File: src/design/tadl_pkg.sv
// ----------------------------------------------------------------------------
// tadl_pkg: shared types and constants for the base-3 discrete log pipeline
// Field widths, status codes, the stage payload and the table of
// log3(1 + 2^k) mod 2^62 used by the bit elimination stages.
// ----------------------------------------------------------------------------
package tadl_pkg;

  // field widths
  localparam int VALUE_W  = 30;
  localparam int EXP_W    = 62;
  localparam int WORD_W   = 64;
  localparam int STATUS_W = 3;

  // magnitude limit of an accepted candidate
  localparam int MAG_BITS = 29;
  localparam logic [WORD_W-1:0] MAG_LIMIT = WORD_W'(1) << MAG_BITS;

  // first bit cleared by a stage, and the number of stages
  localparam int FIRST_BIT = 3;
  localparam int NUM_STEPS = WORD_W - FIRST_BIT;

  // reset value of the exponent bound
  localparam logic [EXP_W-1:0] BOUND_RESET = 62'd42150931629;

  // residues mod 8 that lie in the subgroup generated by 3
  localparam logic [2:0] RES_ONE   = 3'd1;
  localparam logic [2:0] RES_THREE = 3'd3;

  // result status codes
  typedef enum logic [STATUS_W-1:0] {
    ST_HIT        = 3'd0,
    ST_EXCLUDED   = 3'd1,
    ST_OVER_BOUND = 3'd2,
    ST_TRIVIAL    = 3'd3,
    ST_MISMATCH   = 3'd4
  } tadl_status_e;

  // payload carried from stage to stage
  typedef struct packed {
    logic               excl;
    logic [WORD_W-1:0]  x;
    logic [EXP_W-1:0]   acc;
    logic [VALUE_W-1:0] value;
  } tadl_data_t;

  typedef logic [NUM_STEPS-1:0][EXP_W-1:0] tadl_tab_t;

  // bitwise base-3 log of a residue of 1 or 3 mod 8, elaboration only
  function automatic logic [EXP_W-1:0] dlog3(input logic [WORD_W-1:0] u);
    logic [WORD_W-1:0] p;
    logic [WORD_W-1:0] g;
    logic [WORD_W-1:0] mask;
    logic [EXP_W-1:0]  a;
    a = (u[2:0] == RES_THREE) ? EXP_W'(1) : EXP_W'(0);
    p = (u[2:0] == RES_THREE) ? WORD_W'(3) : WORD_W'(1);
    g = WORD_W'(3);
    for (int j = 1; j < EXP_W; j++) begin
      g = g * g;
      mask = (j == EXP_W - 1) ? {WORD_W{1'b1}} : ((WORD_W'(1) << (j + 3)) - WORD_W'(1));
      if (((p ^ u) & mask) != '0) begin
        a = a | (EXP_W'(1) << j);
        p = p * g;
      end
    end
    return a;
  endfunction

  // log3(1 + 2^k) for every stage bit k
  function automatic tadl_tab_t build_tab();
    tadl_tab_t t;
    for (int k = 0; k < NUM_STEPS; k++) begin
      t[k] = dlog3(WORD_W'(1) | (WORD_W'(1) << (k + FIRST_BIT)));
    end
    return t;
  endfunction

  localparam tadl_tab_t DLOG_TAB = build_tab();

endpackage

File: src/design/tadl_front.sv
// ----------------------------------------------------------------------------
// tadl_front: input stage
// Screens the candidate, sign-extends it to 64 bits and folds a residue of
// 3 mod 8 onto 1 mod 8 by a multiply by 3, seeding the exponent with one.
// ----------------------------------------------------------------------------
module tadl_front (
  input  logic                                 clk_i,
  input  logic                                 rst_ni,
  input  logic                                 valid_i,
  input  logic signed [tadl_pkg::VALUE_W-1:0]  value_i,
  output logic                                 valid_o,
  output tadl_pkg::tadl_data_t                 data_o
);

  logic [tadl_pkg::VALUE_W-1:0] value_u;
  logic [tadl_pkg::VALUE_W-1:0] mag;
  logic [tadl_pkg::WORD_W-1:0]  x_ext;
  logic                         res_ok;
  logic                         too_big;
  logic                         valid_q;
  tadl_pkg::tadl_data_t         data_d;
  tadl_pkg::tadl_data_t         data_q;

  // screening and fold onto 1 mod 8
  always_comb begin
    value_u = $unsigned(value_i);
    mag     = value_u[tadl_pkg::VALUE_W-1] ? (~value_u + tadl_pkg::VALUE_W'(1)) : value_u;
    too_big = {{(tadl_pkg::WORD_W - tadl_pkg::VALUE_W){1'b0}}, mag} >= tadl_pkg::MAG_LIMIT;
    res_ok  = value_u[2:0] inside {tadl_pkg::RES_ONE, tadl_pkg::RES_THREE};
    x_ext   = {{(tadl_pkg::WORD_W - tadl_pkg::VALUE_W){value_u[tadl_pkg::VALUE_W-1]}}, value_u};

    data_d.excl  = too_big || !res_ok;
    data_d.value = value_u;
    if (value_u[2:0] == tadl_pkg::RES_THREE) begin
      data_d.x   = x_ext + (x_ext << 1);
      data_d.acc = tadl_pkg::EXP_W'(1);
    end else begin
      data_d.x   = x_ext;
      data_d.acc = '0;
    end
  end

  // valid bit
  always_ff @(posedge clk_i or negedge rst_ni) begin
    if (!rst_ni) begin
      valid_q <= 1'b0;
    end else begin
      valid_q <= valid_i;
    end
  end

  // payload
  always_ff @(posedge clk_i) begin
    data_q <= data_d;
  end

  assign valid_o = valid_q;
  assign data_o  = data_q;

endmodule

File: config.mk
export PLATFORM = sky130hd
export DESIGN_NAME = tadl_front
export DESIGN_NICKNAME = d
export VERILOG_FILES = /design/src/design/tadl_pkg.sv /design/src/design/tadl_front.sv
export SDC_FILE = /design/constraint.sdc
export NUM_CORES = 1
export LEC_CHECK = 0
export BUFFER_PORTS_ARGS = -buffer_cell sky130_fd_sc_hd__buf_2
export CAP_MARGIN = 20
export CORE_ASPECT_RATIO = 1.5
export CORE_MARGIN = 2
export CORE_UTILIZATION = 40
export CTS_CLUSTER_DIAMETER = 80
export DETAILED_ROUTE_END_ITERATION = 8
export PLACE_DENSITY = 0.75
export SLEW_MARGIN = 5
export SYNTH_ARGS = -nofsm -noshare
export SYNTH_HDL_FRONTEND = slang
export SYNTH_SLANG_ARGS = --single-unit
File: constraint.sdc
create_clock -name clk_i -period 2.2 [get_ports clk_i]
set_input_delay 0.22 -clock clk_i [delete_from_list [all_inputs] [get_ports clk_i]]
set_output_delay 0.22 -clock clk_i [all_outputs]
set_load 0.01 [all_outputs]
=== Yosys cells after proc, flatten, opt, wreduce, memory -nomap -nowiden ===
Index checks and enable logic that the tools add are counted.

* Input port bits: 33
* Bits in registers: 158

* Multiplexer cells: 2
* Reduce and logical (&&, ||, !) cells: 3
* Add/subtract/negate cells: 2
* Equal/unequal tests: 2
* $lt $le $gt $ge: 1
* Bitwise logic cells: 1

{| class="wikitable"
|+ Operators with widths
! cell !! count
|-
| two-way mux 126 bit || 1
|-
| adder 30 x 31 -> 32 bit || 1
|-
| adder 30 x 1 -> 30 bit, second input constant || 1
|-
| >= comparator 30 bit, second input constant || 1
|-
| two-way mux 30 bit || 1
|-
| inverter 30 bit || 1
|-
| == test 3 x 1 -> 1 bit, second input constant || 1
|-
| == test 3 x 2 -> 1 bit, second input constant || 1
|-
| nonzero test 2 bit || 1
|-
| logical NOT 1 bit || 1
|-
| logical OR 1 bit || 1
|}

=== Depth between registers and ports, before layout ===
* Depth after elaboration: 5
* Depth in mapped cells: 9
* Depth with buffers taken out: 8

=== Least setup slack after synthesis ===
Ideal clock, no wire load.

* Kind: in2reg
* From: in value_i[0] in the netlist's numbering
* To: reg data_q, in the netlist data_o[117]
* Data arrival time: 2.064 ns
* Path buffers: 0
* Slack: 0.078 ns
* Library setup time: 0.058 ns
* Cell stages on the path: 8
* Path through: ha_1 fa_1 a21o_1 a221o_1 a22oi_2 a31oi_1 nor4_1 a211o_1

{| class="wikitable"
|+ RTL lines
! what !! line !! source
|-
| start, declared || tadl_front.sv:10 || <nowiki>input logic signed [tadl_pkg::VALUE_W-1:0] value_i,</nowiki>
|-
| end signal, assigned || tadl_front.sv:54 || <nowiki>data_q <= data_d;</nowiki>
|-
| end, declared || tadl_front.sv:22 || <nowiki>tadl_pkg::tadl_data_t data_q;</nowiki>
|}

==> out/results.ini <==
[cts]
h-tree-depth = 3
clock_tree.root_cell = clkbuf_16
cts_tree = done
numClockSinks = 63
cts_max_path_buffers = 2
cts.clk_slew.worst_paths_ns = 0.06
cts_made_buffers = 9

[placement]
routabilityCongestion = 0.909
dp_hpwl_mm = 8.73
dp_slack_ns = -0.222
port_buffers = 129

[route]
wl_mm = 11.1
avgRoutedWirePerCell_microns = 13.1
drt-initial-drc-count = 230
ant_nets = 0
route.detailed.drc = 0
vias = 3966
via_per_inst = 4.69
first_pass_iters = 6

[sta]
hold_viol = 0
setup_violations = 0
slew_headroom_pct = 45.2
tightest_slew_ns = 0.820
setup_tns_ns = 0
finalCriticalPeriod_ns = 2.09
period_share_pct = 95.1
fmax_mhz = 478
slew_violations = 0
rsz0062_at_grt = false
layout_setup_ws_ns = 0.109

[power]
power.leakage_uw = 0.00301
clkPwrFrac_pct = 38.4
power.total_uw = 3640
p_int_uw = 2560
switchingPower_uw = 1080
netSwitchingFraction_pct = 29.6
power_density_nw_per_um2 = 637
power_frac_seq_pct = 34.5
max-vdd-ir-drop_uv = 362
power_frac_comb_pct = 27.1

[global_route]
grt_use_total_pct = 17.9
antenna_found_initial = 0
grt_pass1_vias = 3762
grt_pass1_wl_mm = 17.5
grt_overflow = 0
grt_max_degree = 35

[logic_synthesis]
async_reset_ff_share_pct = 1.59
netlist_area_sq_um = 4440
ys_types = 61
synth.avg_cell_area_sq_um = 8.63
synth-seq-cells = 63
synth_flop_cell = dfxtp_1
syn_inst = 515
synth_edf_count = 0
yosys_warnings = 0
ys_seq_area_share_pct = 28.5

[critical_path]
worst-setup-path-type = in2reg
crit_path_max_fanout = 5
crit_arrival_ns = 2.37
cp.required_ns = 2.48
critPathCaptureType = flop
cp-start-kind = input port

[final_layout]
fin_nets = 785
drive_above_1_share_pct = 35.1
antenna_cells = 0
final_common_cell = buf_2
area.growth.synth_to_final_pct = 28.5
mostFrequentLayoutCells = 129 x buf_2, 87 x buf_4, 62 x dfxtp_1, 61 x conb_1, 57 x ha_1

[die]
initial_core_util_pct = 40.6
die_y_microns = 133
die_w_microns = 90.1
num_rows = 47
ioPinCount = 191
dieArea_sq_um = 12000
core_area_sq_um = 10900

[min_path]
hold_class = in2reg

[flow_run]
drv_cap = 0

[status]
status = finished, final reports clean

-- Yosys cell counts, drive strengths merged, types with 2 or more instances --
cell / number / area (sq um)
buf: 99 / 739
dfxtp: 62 / 1240
ha: 57 / 713
nand2: 42 / 158
inv: 37 / 139
o21ai: 34 / 181
a21oi: 27 / 146
nor2: 14 / 52.6
a21o: 12 / 90.1
clkbuf: 11 / 41.3
nand3: 10 / 50.1
nand4: 10 / 68.8
nor3: 8 / 40.0
xor2: 8 / 70.1
a31oi: 6 / 37.5
and3: 6 / 37.5
o211ai: 6 / 45.0
o21a: 6 / 45.0
xnor2: 5 / 43.8
a211o: 4 / 36.3
a211oi: 3 / 22.5
a21boi: 3 / 26.3
a221o: 3 / 30.0
and4: 3 / 27.5
o2111a: 3 / 33.8
a221oi: 2 / 17.5
a22oi: 2 / 25.0
and2: 2 / 12.5
nand2b: 2 / 12.5
nand3b: 2 / 15.0
nand4b: 2 / 17.5
o21bai: 2 / 15.0
o22ai: 2 / 12.5
o31ai: 2 / 15.0
or4: 2 / 18.8
-- timing repair --
item                                    4_1_cts  5_1_grt
hold buffers                                  2        0
endpoints found under the setup margin        0        1
gates resized for setup                       0        5
setup buffers                                 0        1
endpoints found under the hold margin         2        0
-- per-layer routing --
| metal | vias to the layer above | share of wire, % | global-route usage [%] |
|---|---|---|---|
| met3 | 27 | 7.0 | 3.99 |
| li1 | 1956 | - | - |
| met5 | - | 0 | 0 |
| met4 | 0 | 3.1 | 9.49 |
| met2 | 195 | 53 | 33.0 |
| met1 | 1788 | 37 | 18.9 |
-- through the flow --
step | std cells | util, % | cell area [sq um] | hold slack, ns
after floorplan | 575 | - | 4670 | -0.0756
after global placement | 827 | 49.0 | 5360 | -0.00607
after detailed placement | 827 | 49.0 | 5360 | -0.00494
after CTS | 845 | 51.9 | 5680 | 0.0341
after global routing | 846 | 52.2 | 5710 | 0.0324
final | 846 | 52.2 | 5710 | 0.0418
-- worst max-delay path: stages --
cell and delay (ns):
buf_2 0.11, ha_1 0.22, fa_2 0.37, a21o_1 0.21
a221o_2 0.44, a22oi_2 0.24, a31oi_4 0.15, nor4_2 0.29
a211o_1 0.12
-- power groups by stage --
| stage | Sequential, uW | Combinational [uW] | Clock, uW |
|---|---|---|---|
| after floorplan | 1320 | 613 | 0 |
| after global placement | 1280 | 940 | 0 |
| after detailed placement | 1280 | 959 | 0 |
| after CTS | 1250 | 970 | 1430 |
| after global routing | 1260 | 1080 | 1480 |
| final | 1250 | 985 | 1400 |
-- path summary, 6_finish.rpt --
| kind | cells after the start | endpoint | start |
|---|---|---|---|
| worst max-delay path | 9 | data_o[117] | value_i[0] |
| worst min-delay path | 1 | data_o[1] | value_i[1] |
| max in group asynchronous | 2 | valid_o | rst_ni |
| min in group asynchronous | 2 | valid_o | rst_ni |
-- sequential cells by signal, indices dropped and copies added, names as in the netlist --
name     count
valid_o      1
data_o      62
-- cell families after synthesis --
family / Yosys count / share of synthesized area [%]
buffers and inverters: 147 / 20.7
and+or+nand+nor: 107 / 12.3
xor gates and xnor gates: 13 / 2.56
AOI/OAI and AO/OA: 126 / 19.4
other: 1 / 0.0844
adders and majority gates: 58 / 16.5
DFF: 63 / 28.5
-- cell type report --
cell class	instances	area, sq um
Clock buffer	13	250
Clock inverter	3	42.5
Fill cell	1034	5230
Inverter	37	139
Multi-Input combinational cell	365	2510
Sequential cell	63	1270
Tap cell	147	184
Timing Repair Buffer	218	1320
Note: power is estimated with default switching activity, not from simulation.
