==> src/design/tadl_pkg.sv <==
// ----------------------------------------------------------------------------
// tadl_pkg: shared types and constants for the base-3 discrete log pipeline
// Field widths, status codes, the stage payload and the table of
// log3(1 + 2^k) mod 2^62 used by the bit elimination stages.
// ----------------------------------------------------------------------------
package tadl_pkg;

  // field widths
  localparam int VALUE_W  = 30;
  localparam int EXP_W    = 62;
  localparam int WORD_W   = 64;
  localparam int STATUS_W = 3;

  // magnitude limit of an accepted candidate
  localparam int MAG_BITS = 29;
  localparam logic [WORD_W-1:0] MAG_LIMIT = WORD_W'(1) << MAG_BITS;

  // first bit cleared by a stage, and the number of stages
  localparam int FIRST_BIT = 3;
  localparam int NUM_STEPS = WORD_W - FIRST_BIT;

  // reset value of the exponent bound
  localparam logic [EXP_W-1:0] BOUND_RESET = 62'd42150931629;

  // residues mod 8 that lie in the subgroup generated by 3
  localparam logic [2:0] RES_ONE   = 3'd1;
  localparam logic [2:0] RES_THREE = 3'd3;

  // result status codes
  typedef enum logic [STATUS_W-1:0] {
    ST_HIT        = 3'd0,
    ST_EXCLUDED   = 3'd1,
    ST_OVER_BOUND = 3'd2,
    ST_TRIVIAL    = 3'd3,
    ST_MISMATCH   = 3'd4
  } tadl_status_e;

  // payload carried from stage to stage
  typedef struct packed {
    logic               excl;
    logic [WORD_W-1:0]  x;
    logic [EXP_W-1:0]   acc;
    logic [VALUE_W-1:0] value;
  } tadl_data_t;

  typedef logic [NUM_STEPS-1:0][EXP_W-1:0] tadl_tab_t;

  // bitwise base-3 log of a residue of 1 or 3 mod 8, elaboration only
  function automatic logic [EXP_W-1:0] dlog3(input logic [WORD_W-1:0] u);
    logic [WORD_W-1:0] p;
    logic [WORD_W-1:0] g;
    logic [WORD_W-1:0] mask;
    logic [EXP_W-1:0]  a;
    a = (u[2:0] == RES_THREE) ? EXP_W'(1) : EXP_W'(0);
    p = (u[2:0] == RES_THREE) ? WORD_W'(3) : WORD_W'(1);
    g = WORD_W'(3);
    for (int j = 1; j < EXP_W; j++) begin
      g = g * g;
      mask = (j == EXP_W - 1) ? {WORD_W{1'b1}} : ((WORD_W'(1) << (j + 3)) - WORD_W'(1));
      if (((p ^ u) & mask) != '0) begin
        a = a | (EXP_W'(1) << j);
        p = p * g;
      end
    end
    return a;
  endfunction

  // log3(1 + 2^k) for every stage bit k
  function automatic tadl_tab_t build_tab();
    tadl_tab_t t;
    for (int k = 0; k < NUM_STEPS; k++) begin
      t[k] = dlog3(WORD_W'(1) | (WORD_W'(1) << (k + FIRST_BIT)));
    end
    return t;
  endfunction

  localparam tadl_tab_t DLOG_TAB = build_tab();

endpackage

==> src/design/tadl_step.sv <==
// ----------------------------------------------------------------------------
// tadl_step: one bit elimination stage
// Clears bit BIT_POS of the running residue by a multiply by (1 + 2^BIT_POS),
// a shift and add, and adds that factor's base-3 log to the exponent.
// ----------------------------------------------------------------------------
module tadl_step #(
  parameter int BIT_POS = 3
) (
  input  logic                 clk_i,
  input  logic                 rst_ni,
  input  logic                 valid_i,
  input  tadl_pkg::tadl_data_t data_i,
  output logic                 valid_o,
  output tadl_pkg::tadl_data_t data_o
);

  localparam int TAB_IDX = BIT_POS - tadl_pkg::FIRST_BIT;

  logic                 sel;
  logic                 valid_q;
  tadl_pkg::tadl_data_t data_d;
  tadl_pkg::tadl_data_t data_q;

  // conditional multiply by (1 + 2^k) and log accumulation
  always_comb begin
    sel    = data_i.x[BIT_POS];
    data_d = data_i;
    if (sel) begin
      data_d.x   = data_i.x + (data_i.x << BIT_POS);
      data_d.acc = data_i.acc + tadl_pkg::DLOG_TAB[TAB_IDX];
    end
  end

  // valid bit
  always_ff @(posedge clk_i or negedge rst_ni) begin
    if (!rst_ni) begin
      valid_q <= 1'b0;
    end else begin
      valid_q <= valid_i;
    end
  end

  // payload
  always_ff @(posedge clk_i) begin
    data_q <= data_d;
  end

  assign valid_o = valid_q;
  assign data_o  = data_q;

endmodule

==> config.mk <==
export PLATFORM = sky130hd
export DESIGN_NAME = tadl_step
export DESIGN_NICKNAME = d
export VERILOG_FILES = /design/src/design/tadl_pkg.sv /design/src/design/tadl_step.sv
export SDC_FILE = /design/constraint.sdc
export NUM_CORES = 1
export LEC_CHECK = 0
export BUFFER_PORTS_ARGS = -buffer_cell sky130_fd_sc_hd__clkbuf_2
export CAP_MARGIN = 0
export CORE_ASPECT_RATIO = 2
export CORE_MARGIN = 4
export CORE_UTILIZATION = 40
export DETAILED_ROUTE_END_ITERATION = 8
export HOLD_SLACK_MARGIN = 0.08
export PLACE_DENSITY_LB_ADDON = 0.15
export SLEW_MARGIN = 20
export SYNTH_ARGS = -nofsm -noshare
export SYNTH_HDL_FRONTEND = slang
export SYNTH_SLANG_ARGS = --single-unit
==> constraint.sdc <==
create_clock -name clk_i -period 0.8 [get_ports clk_i]
set_input_delay 0.04 -clock clk_i [delete_from_list [all_inputs] [get_ports clk_i]]
set_output_delay 0.04 -clock clk_i [all_outputs]
set_load 0.1 [all_outputs]
# After elaboration in Yosys (flattened, before gate mapping)
# Cells that the tools add are included.
[op_classes]
n_addsub = 2
muxes = 1
[op_table]
columns = ["operator", "n"]
rows = [
  ["126-bit 2-to-1 mux", 1],
  ["64-bit adder", 1],
  ["62-bit by 2-bit adder with 62-bit output, second input constant", 1],
]
[totals]
ff_bits = 158
inputBits = 160
out_inout_bits = 158
wordCells = 9

# Longest topological paths before layout
# Gate-level depths: netlist of the first run.
[depth]
word_depth = 2
depth_mapped = 12
mapped_depth_nobuf = 12

# Worst setup path after synthesis of the first run
# Ideal clock, no wire load.
[synth_timing]
path_type = "input port to flip-flop"
from = "input data_i[92] (netlist bit)"
to = "register data_q, in the netlist data_o[129]"
setup_ns = 0.121
arrival_time_ns = 2.661
t_required_ns = 0.679
setup_slack_ns = -1.981
stages = 12
n_path_buf = 0
cell_sequence = "ha_1 fa_1 a211oi_2 o21bai_2 a21oi_2 o211ai_2 a221oi_2 o31a_1 o21ai_0 a21o_1 xnor2_1 mux2_2"
[synth_rtl]
columns = ["item", "line_no", "source"]
rows = [
  ["start, declared", "tadl_step.sv:12", "input tadl_pkg::tadl_data_t data_i,"],
  ["end signal, assigned", "tadl_step.sv:45", "data_q <= data_d;"],
  ["end, declared", "tadl_step.sv:22", "tadl_pkg::tadl_data_t data_q;"],
]

==> flow_summary_export.csv, run 1 <==
group,metric,value,unit
global_routing,grt_max_degree,71,
critical_path,worst_setup_path_end_kind,"flop",
synthesis,asyncSetResetFlopFracSynth,0.633,%
hold_path,hold_class,"input pin to flop",
timing,max_freq,369,MHz
synthesis,syn_area_per_cell,8.96,sq um
clock_network,root_buffer,"clkbuf_16",
timing,setup_viol,275,
placed_design,placed_cells,1861,
route,drt-pass1-iter-count,7,
floorplanning,die_area,24300,sq um
synthesis,ys_top_cells_by_count,"157 x dfxtp_1, 82 x nand2_1, 71 x nor2_1, 71 x xnor2_1, 67 x a21oi_1",
timing,rsz0062_at_grt,"yes",
placed_design,io_buffers,317,
global_routing,grt_pass1_vias,13100,
synthesis,synth_seq_cells,158,
timing,slew_viol_final,0,
critical_path,crit_path_end,"data_o[153]",
route,drt_iter0_markers,1279,
synthesis,synth_top_flop_cell,"dfxtp_1",
run_status,violations,"negative hold slack, negative setup slack",
timing,holdWs,-0.0799,ns
finish,area_growth_syn_to_layout,128,%
power,ir_drop,1940,uV
finish,layout-drive-gt1-share,61.6,%
global_routing,grt_pass1_wl,72.5,mm
critical_path,worstSetupPathType,"input pin to flop",
synthesis,netlist_area,8690,sq um
run_status,status,"finished, violations left",
synthesis,synthTopCellsByArea,"dfxtp_1 36%, ha_1 8.8%, xnor2_1 7.2%",
clock_network,htreeDepth,4,
placed_design,gp_congestion,0.952,
timing,tns,-150.90,ns
synthesis,ys_seq_area_share,36.5,%
floorplanning,initial_core_util,40.4,%
route,antenna_left,0,
clock_network,clock_path_buffers,2,
timing,fin_crit,2.71,ns
global_routing,antenna_found_initial,2,
synthesis,syn_nets,1192,
clock_network,clk_pin_slew,0.07,ns
route,postRouteWirelength,57.1,mm
placed_design,dpl.hpwl,28.9,mm
timing,post-route-period-util,339,%
clock_network,clock_sinks,158,
run,cap_viol_max_count,0,
timing,layout_setup_ws,-1.91,ns
floorplanning,std_cell_rows,76,
clock_network,numCtsBuffers,17,
synthesis,yosys_warnings,0,
global_routing,grt_use_total,38.4,%
timing,tightest_slew,0.657,ns
synthesis,synth_cells,970,
critical_path,cp-start-kind,"input pin",
synthesis,synth_top_area_cell,"dfxtp_1",
power,powerDensity,1880,nW/um^2
synthesis,synth.distinct_cells,66,
critical_path,crit_start,"data_i[102]",
critical_path,cp.arrival,3.05,ns
power,p_leak,9.12,nW
floorplanning,die_w,112,um
placed_design,postPlaceCellArea,16000,sq um
clock_network,cts_tree,"built",
floorplanning,io_pins,318,
global_routing,gr-total-overflow,0,
synthesis,synth_edf_count,0,
route,vias_per_cell,6.08,
power,finalPower,37.3,mW
timing,max_slew_margin,56.2,%
critical_path,crit_fanout,4,
route,post_drt_wl_per_cell,27.2,um
timing,hold_violations,2,
route,route.detailed.drc,0,
critical_path,required,1.14,ns
route,vias,12800,
synthesis,yosys.cell_count.top_type,"dfxtp_1",
finish,final_cell_count_no_fill,2102,
finish,fin_area,19800,sq um
floorplanning,die_y,216,um
floorplanning,core_area,21500,sq um
finish,finalNetCount,2035,
synthesis,synth_top_area_share,36.2,%
through the flow:
step	util, %	setup WS, ns
floorplan	-	-1.82
global placement	74.5	-2.12
detailed placement	74.5	-2.27
CTS	88.7	-1.65
global route	92.2	-1.99
finish	92.2	-1.91
registers in the layout, indices dropped and copies added, names as in the netlist:
name,flops
data_o,157
valid_o,1
layout by cell type (no fill, tap or decap), types with 28 or more instances in the layout:
| cell | instances |
|---|---|
| a21o_1 | 53 |
| a21oi_1 | 44 |
| buf_12 | 159 |
| buf_4 | 353 |
| buf_6 | 38 |
| clkbuf_2 | 153 |
| dfxtp_2 | 151 |
| dlygate4sd3_1 | 157 |
| ha_1 | 43 |
| nand2_1 | 75 |
| nand3_1 | 28 |
| nand4_1 | 33 |
| nor2_1 | 40 |
| xnor2_1 | 55 |
| xor2_1 | 37 |
area by class of cell:
class	instances	area, sq um
well taps	273	342
fillers	678	1680
clock inverters	9	155
inverters	20	75.1
repair buffers	868	8760
diodes	3	7.51
clock buffers	23	468
multi-input cells	748	6620
flip-flops and latches	158	3380
worst min path at each step:
stage	start	to	slack, ns	cells after the start
finish	data_i[51]	data_o[52]	-0.08	3
global route	data_i[51]	data_o[52]	-0.09	3
CTS	data_i[51]	data_o[52]	-0.13	3
detailed placement	rst_ni	valid_o	-0.18	1
global placement	rst_ni	valid_o	-0.19	1
floorplan	rst_ni	valid_o	-0.26	0
kinds of logic after synthesis:
logic type / after synthesis / share of synthesized area (%)
xor+xnor: 110 / 11.1
compound gates: 240 / 18.6
simple gates: 295 / 16.7
fa+ha+maj: 62 / 9.01
flops: 158 / 36.5
buf+inv: 64 / 2.81
mux: 41 / 5.30
worst max-delay path, stage by stage:
cell,delay [ns]
clkbuf_2,0.18
ha_1,0.42
a21o_1,0.21
a21o_1,0.18
a21oi_1,0.29
o211ai_2,0.15
a221oi_2,0.37
o31a_1,0.24
o41ai_4,0.14
a21oi_2,0.26
buf_4,0.15
nor4_1,0.04
or3_1,0.38
routing by layer:
metal  share of wire (%)  track usage, %  vias to the layer above  wire (um)
li1                    -               -                     5186          -
met1                  30            33.8                     5930      16900
met2                  50            72.4                     1095      28800
met3                 8.0            8.55                      568       4560
met4                  12            31.1                        0       6820
met5                   0               0                        -          0
power by group:
part | total (mW) | internal (mW) | switching (mW)
Sequential | 9.55 | 8.81 | 0.739
Combinational | 18.6 | 7.74 | 10.9
Clock | 9.11 | 5.40 | 3.71
repair_timing:
action,CTS,global route
hold endpoints to repair,159,11
pin swaps,63,46
setup buffers,32,26
hold buffers,157,4
setup endpoints to repair,280,277
cloned,0,1
gates resized for setup,131,115
(Power assumes the default switching activity.)
==> run 2, diff against run 1 <==
--- a/config.mk
+++ b/config.mk
@@ -5,12 +5,12 @@
 export SDC_FILE = /design/constraint.sdc
 export NUM_CORES = 1
 export LEC_CHECK = 0
-export BUFFER_PORTS_ARGS = -buffer_cell sky130_fd_sc_hd__clkbuf_2
 export CAP_MARGIN = 0
 export CORE_ASPECT_RATIO = 2
 export CORE_MARGIN = 4
 export CORE_UTILIZATION = 40
 export DETAILED_ROUTE_END_ITERATION = 8
+export DONT_BUFFER_PORTS = 1
 export HOLD_SLACK_MARGIN = 0.08
 export PLACE_DENSITY_LB_ADDON = 0.15
 export SLEW_MARGIN = 20
==> run 2 against run 1 <==
  * Cell area fell by 8.0%
  * Critical path depth shrank 1
  * Sequential power shrank 0.4%
  * Cell count fell by 11%
  * Count of clock-buffer cells in the layout is 6 lower
  * Critical endpoint unchanged
  * Flip-flop and latch count unchanged
  * Largest power group unchanged
  * Power down 9.4%
  * Highest routed layer unchanged
  * Critical path type unchanged
  * First-iteration DRC count decreased by 57%
  * Combinational power shrank 11%
  * The flow still finishes with violations (negative hold slack, negative setup slack)
  * Non-clock buffer count fell by 224
==> flow_summary_export.csv, run 2 (synthesized netlist as in run 1, its figures left out) <==
group,metric,value,unit
floorplanning,die_y,216,um
route,vias,10500,
timing,post-route-period-util,289,%
clock_network,numCtsBuffers,17,
power,p_leak,8.11,nW
placed_design,postPlaceCellArea,14500,sq um
route,route.detailed.drc,0,
critical_path,worstSetupPathType,"input pin to flop",
finish,layout-drive-gt1-share,55.5,%
placed_design,dpl.hpwl,27.2,mm
finish,multi_input_area,6470,sq um
run_status,status,"finished, violations left",
floorplanning,die_area,24300,sq um
timing,hold_violations,58,
power,finalPower,33.8,mW
timing,slew_viol_final,0,
finish,fin_area,18200,sq um
route,post_drt_wl_per_cell,23.0,um
global_routing,gr-total-overflow,0,
clock_network,clock_path_buffers,2,
timing,layout_setup_ws,-1.51,ns
clock_network,clk_pin_slew,0.07,ns
clock_network,root_buffer,"clkbuf_16",
run,cap_viol_max_count,0,
placed_design,io_buffers,0,
timing,tightest_slew,0.574,ns
timing,rsz0062_at_grt,"yes",
clock_network,htreeDepth,4,
critical_path,cp.arrival,2.65,ns
power,powerDensity,1860,nW/um^2
floorplanning,std_cell_rows,76,
critical_path,crit_fanout,72,
finish,final_cell_mix,"279 x buf_4, 159 x buf_12, 155 x dfxtp_2, 149 x dlygate4sd3_1, 73 x nand2_1",
floorplanning,die_w,112,um
global_routing,grt_max_degree,73,
run_status,violations,"negative hold slack, negative setup slack",
global_routing,grt_use_total,31.6,%
timing,fin_crit,2.31,ns
finish,area_growth_syn_to_layout,110,%
placed_design,dpl_worst_slack,-2.01,ns
route,drt-pass1-iter-count,5,
finish,final_common_cell,"buf_4",
route,vias_per_cell,5.61,
floorplanning,core_area,21500,sq um
power,ir_drop,1810,uV
route,drt_iter0_markers,544,
finish,finalNetCount,1811,
finish,diodes,0,
critical_path,worst_setup_path_end_kind,"flop",
global_routing,grt_pass1_vias,11100,
timing,tns,-129.57,ns
hold_path,hold_class,"input pin to flop",
timing,max_freq,433,MHz
route,postRouteWirelength,43.1,mm
clock_network,clock_sinks,158,
floorplanning,io_pins,318,
timing,holdWs,-0.394,ns
finish,largest_register_ffs,157,
route,antenna_left,0,
critical_path,cp-start-kind,"input pin",
global_routing,grt_pass1_wl,59.9,mm
finish,num-fill-cells,1059,
critical_path,required,1.14,ns
placed_design,gp_congestion,0.934,
timing,setup_viol,265,
clock_network,cts_tree,"built",
floorplanning,initial_core_util,40.4,%
timing,max_slew_margin,61.4,%
global_routing,antenna_found_initial,0,
finish,seqCellArea,3370,sq um
-- run 2: cell types whose count changed in the layout (fill, tap and decap cells not counted), sizes merged --
cell and change:
dlygate4sd3 -8, dlymetal6s2s +7, clkbuf -161, inv +3, bufinv -4, clkinv +3
dlymetal6s4s +9, diode -3, clkinvlp +3, buf -77
-- run 2: what timing repair did --
action	4_1_cts	5_1_grt
hold buffers	140	30
cloned	0	0
hold endpoints to repair	159	86
resized for setup	136	108
pin swaps	76	44
buffers inserted	49	27
setup endpoints to repair	250	276
-- run 2: metrics by stage --
step / hold slack, ns / instances / utilization (%)
final: -0.394 / 1874 / 84.8
after global routing: -0.415 / 1874 / 84.8
after CTS: -0.411 / 1827 / 81.2
after detailed placement: -0.256 / 1612 / 67.6
after global placement: -0.256 / 1612 / 67.6
after floorplan: -0.256 / 970 / -
-- run 2: worst paths after layout --
check                      slack, ns        from     endpoint  cells after the start
max                            -1.51  data_i[95]  data_o[153]                     12
min                            -0.39  data_i[93]   data_o[93]                      0
max in group asynchronous       0.35      rst_ni      valid_o                      2
min in group asynchronous       0.33      rst_ni      valid_o                      2
-- run 2: worst max-delay path: stages --
cell and delay (ns):
ha_4 0.16, fa_2 0.37, a211oi_4 0.26, o21bai_2 0.09, a21oi_2 0.18, o211ai_2 0.12, a221oi_2 0.34, o31a_1 0.27
o41ai_4 0.14, a21oi_2 0.25, nor4_1 0.07, or3_1 0.33
-- run 2: power by group --
part	leakage (nW)	total [mW]	switching, mW	internal [mW]
combinational	6.52	16.5	9.58	6.96
clock	0.254	7.75	3.75	4.00
sequential	1.34	9.51	0.698	8.81
-- run 2: routing by layer --
layer	vias to the layer above	global-route usage [%]	share of wire, %
met5	-	0	0
met4	0	18.1	7.2
met1	5037	27.9	31
met2	532	62.6	56
li1	4728	-	-
met3	222	7.85	5.6
-- run 2: final cells by class --
| cell class | instances | share of cell area (%) |
|---|---|---|
| Sequential cell | 158 | 18.5 |
| Tap cell | 273 | 1.88 |
| Clock inverter | 14 | 0.618 |
| Inverter | 20 | 0.412 |
| Timing Repair Buffer | 644 | 40.8 |
| Multi-Input combinational cell | 748 | 35.5 |
| Clock buffer | 17 | 2.34 |
