**src/design/tadl_pkg.sv**
```systemverilog
// ----------------------------------------------------------------------------
// tadl_pkg: shared types and constants for the base-3 discrete log pipeline
// Field widths, status codes, the stage payload and the table of
// log3(1 + 2^k) mod 2^62 used by the bit elimination stages.
// ----------------------------------------------------------------------------
package tadl_pkg;

  // field widths
  localparam int VALUE_W  = 30;
  localparam int EXP_W    = 62;
  localparam int WORD_W   = 64;
  localparam int STATUS_W = 3;

  // magnitude limit of an accepted candidate
  localparam int MAG_BITS = 29;
  localparam logic [WORD_W-1:0] MAG_LIMIT = WORD_W'(1) << MAG_BITS;

  // first bit cleared by a stage, and the number of stages
  localparam int FIRST_BIT = 3;
  localparam int NUM_STEPS = WORD_W - FIRST_BIT;

  // reset value of the exponent bound
  localparam logic [EXP_W-1:0] BOUND_RESET = 62'd42150931629;

  // residues mod 8 that lie in the subgroup generated by 3
  localparam logic [2:0] RES_ONE   = 3'd1;
  localparam logic [2:0] RES_THREE = 3'd3;

  // result status codes
  typedef enum logic [STATUS_W-1:0] {
    ST_HIT        = 3'd0,
    ST_EXCLUDED   = 3'd1,
    ST_OVER_BOUND = 3'd2,
    ST_TRIVIAL    = 3'd3,
    ST_MISMATCH   = 3'd4
  } tadl_status_e;

  // payload carried from stage to stage
  typedef struct packed {
    logic               excl;
    logic [WORD_W-1:0]  x;
    logic [EXP_W-1:0]   acc;
    logic [VALUE_W-1:0] value;
  } tadl_data_t;

  typedef logic [NUM_STEPS-1:0][EXP_W-1:0] tadl_tab_t;

  // bitwise base-3 log of a residue of 1 or 3 mod 8, elaboration only
  function automatic logic [EXP_W-1:0] dlog3(input logic [WORD_W-1:0] u);
    logic [WORD_W-1:0] p;
    logic [WORD_W-1:0] g;
    logic [WORD_W-1:0] mask;
    logic [EXP_W-1:0]  a;
    a = (u[2:0] == RES_THREE) ? EXP_W'(1) : EXP_W'(0);
    p = (u[2:0] == RES_THREE) ? WORD_W'(3) : WORD_W'(1);
    g = WORD_W'(3);
    for (int j = 1; j < EXP_W; j++) begin
      g = g * g;
      mask = (j == EXP_W - 1) ? {WORD_W{1'b1}} : ((WORD_W'(1) << (j + 3)) - WORD_W'(1));
      if (((p ^ u) & mask) != '0) begin
        a = a | (EXP_W'(1) << j);
        p = p * g;
      end
    end
    return a;
  endfunction

  // log3(1 + 2^k) for every stage bit k
  function automatic tadl_tab_t build_tab();
    tadl_tab_t t;
    for (int k = 0; k < NUM_STEPS; k++) begin
      t[k] = dlog3(WORD_W'(1) | (WORD_W'(1) << (k + FIRST_BIT)));
    end
    return t;
  endfunction

  localparam tadl_tab_t DLOG_TAB = build_tab();

endpackage

```
**src/design/tadl_back.sv**
```systemverilog
// ----------------------------------------------------------------------------
// tadl_back: result stage
// Checks the residue came down to one, classifies the exponent against the
// bound and registers the result with its strobe.
// ----------------------------------------------------------------------------
module tadl_back (
  input  logic                                 clk_i,
  input  logic                                 rst_ni,
  input  logic                                 valid_i,
  input  tadl_pkg::tadl_data_t                 data_i,
  input  logic [tadl_pkg::EXP_W-1:0]           bound_i,
  output logic                                 done_o,
  output logic [tadl_pkg::STATUS_W-1:0]        status_o,
  output logic [tadl_pkg::EXP_W-1:0]           exponent_o,
  output logic signed [tadl_pkg::VALUE_W-1:0]  value_echo_o
);

  tadl_pkg::tadl_status_e       status_d;
  tadl_pkg::tadl_status_e       status_q;
  logic [tadl_pkg::EXP_W-1:0]   exponent_d;
  logic [tadl_pkg::EXP_W-1:0]   exponent_q;
  logic [tadl_pkg::VALUE_W-1:0] value_q;
  logic                         done_q;

  // status decode; bit zero alone is never checked against the bound
  always_comb begin
    if (data_i.excl) begin
      status_d = tadl_pkg::ST_EXCLUDED;
    end else if (data_i.acc == '0) begin
      status_d = tadl_pkg::ST_TRIVIAL;
    end else if ((data_i.acc > bound_i) && (data_i.acc[tadl_pkg::EXP_W-1:1] != '0)) begin
      status_d = tadl_pkg::ST_OVER_BOUND;
    end else if (data_i.x != tadl_pkg::WORD_W'(1)) begin
      status_d = tadl_pkg::ST_MISMATCH;
    end else begin
      status_d = tadl_pkg::ST_HIT;
    end
    exponent_d = (status_d == tadl_pkg::ST_HIT) ? data_i.acc : '0;
  end

  // result strobe
  always_ff @(posedge clk_i or negedge rst_ni) begin
    if (!rst_ni) begin
      done_q <= 1'b0;
    end else begin
      done_q <= valid_i;
    end
  end

  // result payload
  always_ff @(posedge clk_i) begin
    status_q   <= status_d;
    exponent_q <= exponent_d;
    value_q    <= data_i.value;
  end

  assign done_o       = done_q;
  assign status_o     = status_q;
  assign exponent_o   = exponent_q;
  assign value_echo_o = $signed(value_q);

endmodule

```
**config.mk**
```make
export PLATFORM = sky130hd
export DESIGN_NAME = tadl_back
export DESIGN_NICKNAME = d
export VERILOG_FILES = /design/src/design/tadl_pkg.sv /design/src/design/tadl_back.sv
export SDC_FILE = /design/constraint.sdc
export NUM_CORES = 1
export LEC_CHECK = 0
export BUFFER_PORTS_ARGS = -buffer_cell sky130_fd_sc_hd__buf_2
export CAP_MARGIN = 10
export CORE_AREA = 2 2 124 126
export DETAILED_ROUTE_END_ITERATION = 8
export DIE_AREA = 0 0 126 128
export PLACE_DENSITY = 0.66
export SLEW_MARGIN = 20
export SYNTH_ARGS = -nofsm -noshare
export SYNTH_HDL_FRONTEND = slang
export SYNTH_SLANG_ARGS = --single-unit
export TNS_END_PERCENT = 1
```
**constraint.sdc**
```tcl
create_clock -name clk_i -period 0.8 [get_ports clk_i]
set_input_delay 0.08 -clock clk_i [delete_from_list [all_inputs] [get_ports clk_i]]
set_output_delay 0.08 -clock clk_i [all_outputs]
set_load 0.01 [all_outputs]
```
; Word level (Yosys, flattened, before mapping)
; Index checks and enable logic that the tools add are counted.
[totals]
register_bits = 96
input_bits = 222
output_inout_bits = 96
wordCells = 14
[classes]
n_lt_le_gt_ge = 1
muxes = 4
eq_ne = 1
n_reduce_logical = 4
[ops]
columns = op, n
row1 = "!= test 64 x 1 -> 1 bit, second input constant", 1
row2 = > comparator 62 bit, 1
row3 = logical NOT 62 bit, 1
row4 = nonzero test 61 bit, 1
row5 = 2-to-1 mux 3 bit, 4
row6 = logical NOT 3 bit, 1
row7 = logical AND 1 bit, 1

; Logic depth before layout (Yosys ltp)
; Gate-level depths: netlist of run 1.
[logic_depth]
depth_word = 6
ltp_mapped = 9
mapped_depth_nobuf = 8

; Worst setup path after synthesis of run 1
; OpenSTA, ideal clock, no wires.
[synth_path]
path_kind = input to register
start = input bound_i[19] in the netlist's numbering
end = register exponent_q, in the netlist exponent_o[15]
setup_ns = 0.081
arrival_time_ns = 2.112
n_path_buf = 1
t_required_ns = 0.719
stages = 9
slack_ns = -1.393
path_cell_list = inv_1 -> ha_1 -> a21o_1 -> a21o_1 -> a2111o_1 -> a2111oi_4 -> nand4_4 -> buf_6 -> a211oi_2
[synth_via]
elab_chain_cells = 6
[synth_rtl]
columns = element, line
row1 = "start, declared", tadl_back.sv:11  ; input logic [tadl_pkg::EXP_W-1:0] bound_i,
row2 = > comparator 62 bit, tadl_back.sv:31  ; end else if ((data_i.acc > bound_i) && (data_i.acc[tadl_pkg::EXP_W-1:1] != '0)) begin
row3 = logical AND 1 bit, tadl_back.sv:31
row4 = 2-to-1 mux 3 bit, tadl_back.sv:31
row5 = 2-to-1 mux 3 bit, tadl_back.sv:29  ; end else if (data_i.acc == '0) begin
row6 = 2-to-1 mux 3 bit, tadl_back.sv:27  ; if (data_i.excl) begin
row7 = logical NOT 3 bit, tadl_back.sv:38  ; exponent_d = (status_d == tadl_pkg::ST_HIT) ? data_i.acc : '0;
row8 = "end signal, assigned", tadl_back.sv:53  ; exponent_q <= exponent_d;
row9 = "end, declared", tadl_back.sv:21  ; logic [tadl_pkg::EXP_W-1:0] exponent_q;
; Every way passes these cells.
; A chain may end at the register's enable or synchronous reset.

; Final worst setup path of run 1
[layout_path]
start = input bound_i[44] in the netlist's numbering
end = register exponent_q, in the netlist exponent_o[10]
; Same word-level chain as after synthesis.

==> results of run 1 <==
## cell type report
type / count / area share (%)
Clock inverter: 7 / 1.02
Antenna cell: 2 / 0.0549
Sequential cell: 96 / 21.9
Timing Repair Buffer: 462 / 36.2
Multi-Input combinational cell: 329 / 33.0
Tap cell: 188 / 2.58
Clock buffer: 9 / 2.47
Inverter: 66 / 2.85
## worst max path at each step
stage,from,endpoint,depth (start not counted)
floorplan,bound_i[19],exponent_o[15]$_SDFF_PP0_,9
global placement,bound_i[19],exponent_o[54]$_SDFF_PP0_,12
detailed placement,bound_i[19],exponent_o[7]$_SDFF_PP0_,12
CTS,bound_i[19],exponent_o[7]$_SDFF_PP0_,11
global route,bound_i[42],exponent_o[10]$_SDFF_PP0_,12
finish,bound_i[44],exponent_o[10]$_SDFF_PP0_,12
## sequential cells by signal, indices dropped and copies added (netlist names)
register and count:
status_o 3, done_o 1, value_echo_o 30, exponent_o 62
## worst max-delay path: cells and delay by family
family          cells  cell delay [ns]
simple gates        5             0.97
compound gates      1             0.30
buf+inv             5             0.65
fa+ha+maj           1             0.26
## layer usage
layer | up-vias | track usage, % | wire length, µm
li1 | 2757 | - | -
met3 | 28 | 4.88 | 1350
met1 | 2679 | 25.0 | 7760
met2 | 252 | 48.0 | 11700
met4 | 2 | 6.14 | 426
met5 | - | 0 | 8
## cells in the final DEF (no fill, tap or decap), types with 18 or more instances in the layout
| master | Yosys | layout |
|---|---|---|
| a211oi_2 | 59 | 61 |
| dfxtp_1 | 95 | 42 |
| nand4_1 | 18 | 18 |
| buf_4 | 0 | 96 |
| inv_1 | 66 | 53 |
| nand2_1 | 78 | 78 |
| ha_4 | 0 | 21 |
| nor4_1 | 32 | 28 |
| dlygate4sd3_1 | 0 | 36 |
| buf_6 | 6 | 60 |
| buf_2 | 0 | 257 |
| a21oi_1 | 25 | 22 |
| dfxtp_2 | 0 | 53 |
| ha_1 | 62 | 41 |
## cells by family (layout without fill, tap and decap cells)
family,Yosys count,in the layout,share of synthesized area (%)
AO/OA/AOI/OAI,110,110,21.9
adder cells (fa/ha/maj),62,62,15.6
buffers and inverters,91,544,7.78
flip-flops,96,96,38.8
other,0,2,0
AND/OR/NAND/NOR,157,157,15.9
## through the flow
stage / util, % / power (µW) / cells / setup TNS (ns) / cell area (µm²)
2_1_floorplan: - / 6030 / 516 / -80.41 / 5020
3_3_place_gp: 51.7 / 7460 / 1105 / -103.73 / 7680
3_5_place_dp: 51.7 / 7490 / 1105 / -104.93 / 7680
4_1_cts: 58.5 / 12300 / 1156 / -79.34 / 8700
5_1_grt: 61.4 / 13000 / 1159 / -90.29 / 9120
6_report: 61.4 / 12500 / 1159 / -79.00 / 9120
## repair_timing
| action | in CTS | in global routing |
|---|---|---|
| endpoints found under the hold margin | 35 | 1 |
| buffers inserted | 0 | 0 |
| gates resized for setup | 80 | 86 |
| pin swaps | 14 | 19 |
| setup endpoints to repair | 161 | 161 |
| hold buffers | 35 | 1 |
| cloned | 0 | 0 |
## power by group
group	internal, µW	total [µW]	switching [µW]
Clock	2520	4620	2110
Combinational	1550	2920	1380
Sequential	4880	4920	41.1
Total	8940	12500	3530
==> reports/qor.csv, run 1 <==
metric,value,unit
yosysSeqAreaShare,38.8,%
min_to,exponent_o[39]$_SDFF_PP0_,
max_stage_delay,0.31,ns
drtIter0Drc,312,
dieArea,0.0161,mm²
cp-end-kind,flop,
drv_slew,0,
remaining_drc_errors,0,
gp_congestion,0.833,
grt_use_total,23.9,%
grt_first_pass_wirelength,29.8,mm
p_leak,0.00434,µW
boundaryPins,318,
syn-instance-count,516,
vias,5718,
synth.ff_latch_count,96,
ir_drop,830,µV
initial_core_util,33.4,%
finalHoldViolCount,0,
fill_cells,1207,
rows,45,
synth_top_area_share,38.3,%
vias_per_cell,4.93,
rsz0062_at_grt,yes,
wl,21.2,mm
fin_hold_ws,0.0221,ns
htreeDepth,3,
yosys-top-cells-count,"dfxtp_1, nand2_1, inv_1, ha_1, a211oi_2",
dieHeight,128,µm
nNetsFinal,1248,
grt.overflow.total,0,
cp_cell_sequence,buf_2 > inv_2 > ha_4 > nand4_1 > nor3_2 > buf_4 > nand4_1 > nor4_2 > buf_4 > nor2_4 > buf_6 > a211oi_2,
synthTopCellsByArea,"dfxtp_1, ha_1, a211oi_2",
root_buffer,clkbuf_16,
finalWorstSetupSlack,-1.21,ns
dp_hpwl,15.2,mm
syn-num-nets,800,
syn_to_final_growth,83.6,%
grt_max_degree,35,
async_flop_share,1.04,%
seq_area,0.00199,mm²
fmax,497,MHz
grt_pass1_vias,5788,
dp_slack,-1.67,ns
synth.most_common_cell,dfxtp_1,
grt_antenna_before_repair,5,
maxCapViolCount,0,
fin_crit,2.01,ns
die_w,126,µm
synthDistinctLibCells,39,
cts-buffers-inserted,9,
critPathArrivalTime,2.26,ns
violations,negative setup slack,
setup_viol,161,
critPathRequiredTime,1.04,ns
holdPathStages,3,
drt-pass1-iter-count,4,
ys.flop_type,dfxtp_1,
worstMarginPinSlew,0.523,ns
hp-class,in2reg,
syn-cell-area,0.00497,mm²
ctsLongestPathBuffers,2,
status,finished with violations,
slowest_stage,nor3_2,
slew_headroom,65.2,%
drive_above_1_share,63.0,%
p_per_area,1370,mW/mm²
crit_path_max_fanout,9,
wl_per_cell,18.3,µm
multi_input_comb_area,0.00301,mm²
crit_type,in2reg,
cts.sinks,96,
avgSynthCellArea,9.63,µm²
core-area,0.0149,mm²
cts_tree,yes,
yosys_warnings,0,
ant_nets,0,
portBuffers,317,
hp-start,data_i[69],
setup.worst_path.start_class,input pin,
fin_crit_sh,252,%
yosysTopAreaCell,dfxtp_1,
synth_edf_count,0,
path_clk_slew,0.07,ns
(Power assumes the default switching activity.)
==> run 2, diff against run 1 <==
Settings changed: SKIP_CTS_REPAIR_TIMING from default to 1.
==> reports/qor.csv, run 2 (synthesis results as in run 1) <==
metric,value,unit,change
rows,45,,unchanged
drive_above_1_share,58.8,%,-4.2 points
maxCapViolCount,0,,unchanged
rsz0062_at_grt,yes,,
drtIter0Drc,195,,-38%
finalNonFillerCells,1156,,-0.26%
wl,19.6,mm,-7.8%
dieHeight,128,µm,unchanged
hp-class,in2reg,,
seq_area,0.00198,mm²,-0.88%
critPathRequiredTime,1.06,ns,+0.02 ns
dpl.cell_count,1105,,unchanged
htreeDepth,3,,unchanged
root_buffer,clkbuf_16,,
fin_area,0.00880,mm²,-3.6%
dp_slack,-1.67,ns,unchanged
antennaDiodeCount,0,,-2
grt_pass1_vias,5321,,-8.1%
drt-pass1-iter-count,4,,unchanged
initial_core_util,33.4,%,unchanged
portBuffers,317,,unchanged
p_leak,0.00432,µW,-0.31%
cts.sinks,96,,unchanged
fmax,500,MHz,+0.77%
fin_hold_ws,0.0142,ns,-0.00791 ns
fin_crit,2.00,ns,-0.0154 ns
grt_antenna_before_repair,2,,-3
crit_type,in2reg,,
drv_slew,0,,unchanged
multi_input_comb_area,0.00282,mm²,-6.3%
p_per_area,1390,mW/mm²,+1.8%
crit_path_max_fanout,10,,+1
wl_per_cell,16.9,µm,-7.5%
largest_reg_flops,62,,unchanged
gp_congestion,0.833,,unchanged
vias,5582,,-2.4%
ant_nets,0,,unchanged
finalWorstSetupSlack,-1.20,ns,+0.0154 ns
cts-buffers-inserted,9,,unchanged
finalHoldViolCount,0,,unchanged
setup.worst_path.start_class,input pin,,
grt.overflow.total,0,,unchanged
dp_hpwl,15.2,mm,unchanged
grt_first_pass_wirelength,26.8,mm,-10%
die_w,126,µm,unchanged
setup_viol,161,,unchanged
path_clk_slew,0.07,ns,about the same
violations,negative setup slack,,
dpl_cell_area,0.00768,mm²,unchanged
slew_headroom,70.9,%,+5.8 points
boundaryPins,318,,unchanged
layout_common_cells,"buf_2, buf_4, nand2_1",,
cts_tree,yes,,
status,finished with violations,,
critPathArrivalTime,2.26,ns,about the same
grt_use_total,21.5,%,-2.4 points
dieArea,0.0161,mm²,unchanged
worstMarginPinSlew,0.431,ns,-0.0918 ns
ctsLongestPathBuffers,2,,unchanged
remaining_drc_errors,0,,unchanged
grt_max_degree,35,,unchanged
vias_per_cell,4.83,,-2.1%
final.setup.tns,-79.08,ns,-0.0868 ns
fill_cells,1245,,+3.1%
core-area,0.0149,mm²,unchanged
cp-end-kind,flop,,
nNetsFinal,1247,,-0.080%
syn_to_final_growth,77.1,%,
ir_drop,829,µV,-0.18%
final_common_cell,buf_2,,
fin_crit_sh,250,%,-1.9 points
[run 2: worst paths after layout]
path | cells past startpoint | from | to
min in group asynchronous | 2 | rst_ni | done_o$_DFF_PN0_
min | 3 | data_i[85] | exponent_o[55]$_SDFF_PP0_
max in group asynchronous | 2 | rst_ni | done_o$_DFF_PN0_
max | 11 | bound_i[19] | exponent_o[3]$_SDFF_PP0_
[run 2: metal layers]
| metal | vias up | track usage [%] | share of wire [%] |
|---|---|---|---|
| li1 | 2753 | - | - |
| met3 | 18 | 4.47 | 5.7 |
| met4 | 0 | 4.78 | 1.3 |
| met1 | 2589 | 23.3 | 38 |
| met2 | 222 | 42.6 | 55 |
| met5 | - | 0 | 0 |
[run 2: layout make-up]
type	instances	share of cell area (%)
repair buffers	461	36.2
multi-input cells	329	32.1
flip-flops and latches	96	22.5
inverters	66	2.96
well taps	188	2.67
clock buffers	9	2.56
clock inverters	7	1.05
[run 2: power breakdown]
group / total [µW] / switching (µW) / leakage (µW) / internal (µW)
logic: 2740 / 1290 / 0.00336 / 1460
registers: 4910 / 33.4 / 0.000805 / 4870
clock network: 4590 / 2070 / 0.000156 / 2510
total: 12200 / 3390 / 0.00432 / 8840
[run 2: through the flow]
| step | util (%) | power [µW] |
|---|---|---|
| global route | 59.2 | 12800 |
| global placement | 51.7 | 7460 |
| CTS | 53.8 | 12100 |
| finish | 59.2 | 12200 |
| floorplan | - | 6030 |
| detailed placement | 51.7 | 7490 |
[run 2: worst max-delay path, cell delays in order]
cell	delay (ns)
buf_6	0.10
inv_12	0.03
ha_4	0.22
a21o_1	0.17
a21o_1	0.17
a2111o_1	0.41
a2111oi_4	0.36
nand4_4	0.19
buf_12	0.20
buf_12	0.14
a211oi_2	0.18
==> run 3, diff against run 2 <==
Settings changed: SETUP_SLACK_MARGIN from default to 0.2.
==> reports/qor.csv, run 3 (synthesis results as in run 1) <==
metric,value,unit,change
ctsLongestPathBuffers,2,,unchanged
setup.worst_path.start_class,input pin,,
ir_drop,833,µV,+0.46%
layout_common_cells,"buf_2, buf_4, nand2_1",,
cts-buffers-inserted,9,,unchanged
gp_congestion,0.833,,unchanged
drive_above_1_share,59.0,%,+0.18 points
endpoint,exponent_o[3]$_SDFF_PP0_,,
maxCapViolCount,0,,unchanged
status,finished with violations,,
remaining_drc_errors,0,,unchanged
slew_headroom,70.9,%,unchanged
initial_core_util,33.4,%,unchanged
cts.sinks,96,,unchanged
drt-pass1-iter-count,4,,unchanged
fin_area,0.00877,mm²,-0.34%
wl_per_cell,17.0,µm,+0.27%
fin_crit_sh,249,%,-0.52 points
hp-class,in2reg,,
grt_max_degree,35,,unchanged
dieHeight,128,µm,unchanged
setup_viol,161,,unchanged
path_clk_slew,0.07,ns,about the same
fmax,501,MHz,+0.21%
dieArea,0.0161,mm²,unchanged
finalWorstSetupSlack,-1.19,ns,+0.00414 ns
ant_nets,0,,unchanged
critPathArrivalTime,2.26,ns,about the same
grt.overflow.total,0,,unchanged
rows,45,,unchanged
rsz0062_at_grt,yes,,
grt_use_total,21.5,%,unchanged
total_power,12200,µW,about the same
grt_antenna_before_repair,2,,unchanged
worstMarginPinSlew,0.431,ns,unchanged
portBuffers,317,,unchanged
fin_hold_ws,-0.0271,ns,-0.0413 ns
crit_type,in2reg,,
fill_cells,1247,,+0.16%
wl,19.6,mm,about the same
grt_first_pass_wirelength,26.8,mm,unchanged
htreeDepth,3,,unchanged
fin_crit,1.99,ns,-0.00414 ns
boundaryPins,318,,unchanged
p_leak,0.00431,µW,-0.29%
drv_slew,0,,unchanged
cts_tree,yes,,
core-area,0.0149,mm²,unchanged
vias_per_cell,4.84,,+0.26%
final_util,59.0,%,-0.20 points
dp_slack,-1.67,ns,unchanged
dp_hpwl,15.2,mm,unchanged
grt_pass1_vias,5321,,unchanged
antennaDiodeCount,0,,unchanged
critPathRequiredTime,1.07,ns,about the same
final_common_cell,buf_2,,
root_buffer,clkbuf_16,,
drtIter0Drc,222,,+14%
cp-end-kind,flop,,
largest_reg_flops,62,,unchanged
vias,5582,,unchanged
finalHoldViolCount,3,,+3
nNetsFinal,1244,,-0.24%
p_per_area,1400,mW/mm²,+0.37%
dpl_cell_area,0.00768,mm²,unchanged
syn_to_final_growth,76.5,%,
crit_path_max_fanout,10,,unchanged
startpoint,data_i[79],,
die_w,126,µm,unchanged
violations,"negative hold slack, negative setup slack",,
[run 3: routing by layer]
metal	global-route usage, %	share of wire (%)	vias to the layer above
li1	-	-	2746
met2	42.6	55	217
met1	23.3	38	2604
met4	4.78	1.3	0
met5	0	0	-
met3	4.47	5.3	15
[run 3: cell type report]
cell class | count | area (µm²) | share of cell area [%]
clock buffer | 9 | 225 | 2.57
clock inverter | 7 | 92.6 | 1.06
inverter | 66 | 260 | 2.97
multi-input combinational | 329 | 2820 | 32.2
sequential | 96 | 1980 | 22.5
tap | 188 | 235 | 2.68
timing repair buffer | 458 | 3160 | 36.0
[run 3: worst min path at each step]
stage          cells after the start                   endpoint        from  slack (ns)
2_1_floorplan                      0           done_o$_DFF_PN0_      rst_ni       -0.22
3_3_place_gp                       1           done_o$_DFF_PN0_      rst_ni       -0.14
3_5_place_dp                       1           done_o$_DFF_PN0_      rst_ni       -0.14
4_1_cts                            1           done_o$_DFF_PN0_      rst_ni       -0.51
5_1_grt                            3  exponent_o[21]$_SDFF_PP0_  data_i[51]       -0.03
6_report                           3  exponent_o[21]$_SDFF_PP0_  data_i[51]       -0.03
[run 3: critical path, cell delays in order]
cell and delay (ns):
buf_2 0.11, ha_1 0.30, buf_4 0.14, a21oi_1 0.14
o21ai_1 0.10, a221o_1 0.37, a22oi_1 0.20, buf_4 0.15
nand4_4 0.14, buf_12 0.20, buf_12 0.14, a211oi_2 0.18
[run 3: per-stage QoR]
step,TNS (ns),std cells
2_1_floorplan,-80.41,516
3_3_place_gp,-103.73,1105
3_5_place_dp,-104.93,1105
4_1_cts,-90.40,1121
5_1_grt,-87.81,1153
6_report,-79.11,1153
[run 3: power breakdown]
group          total [µW]  internal, µW  switching [µW]
Combinational        2730          1450            1290
Clock                4600          2510            2080
Sequential           4910          4870            33.4
Total               12200          8830            3410
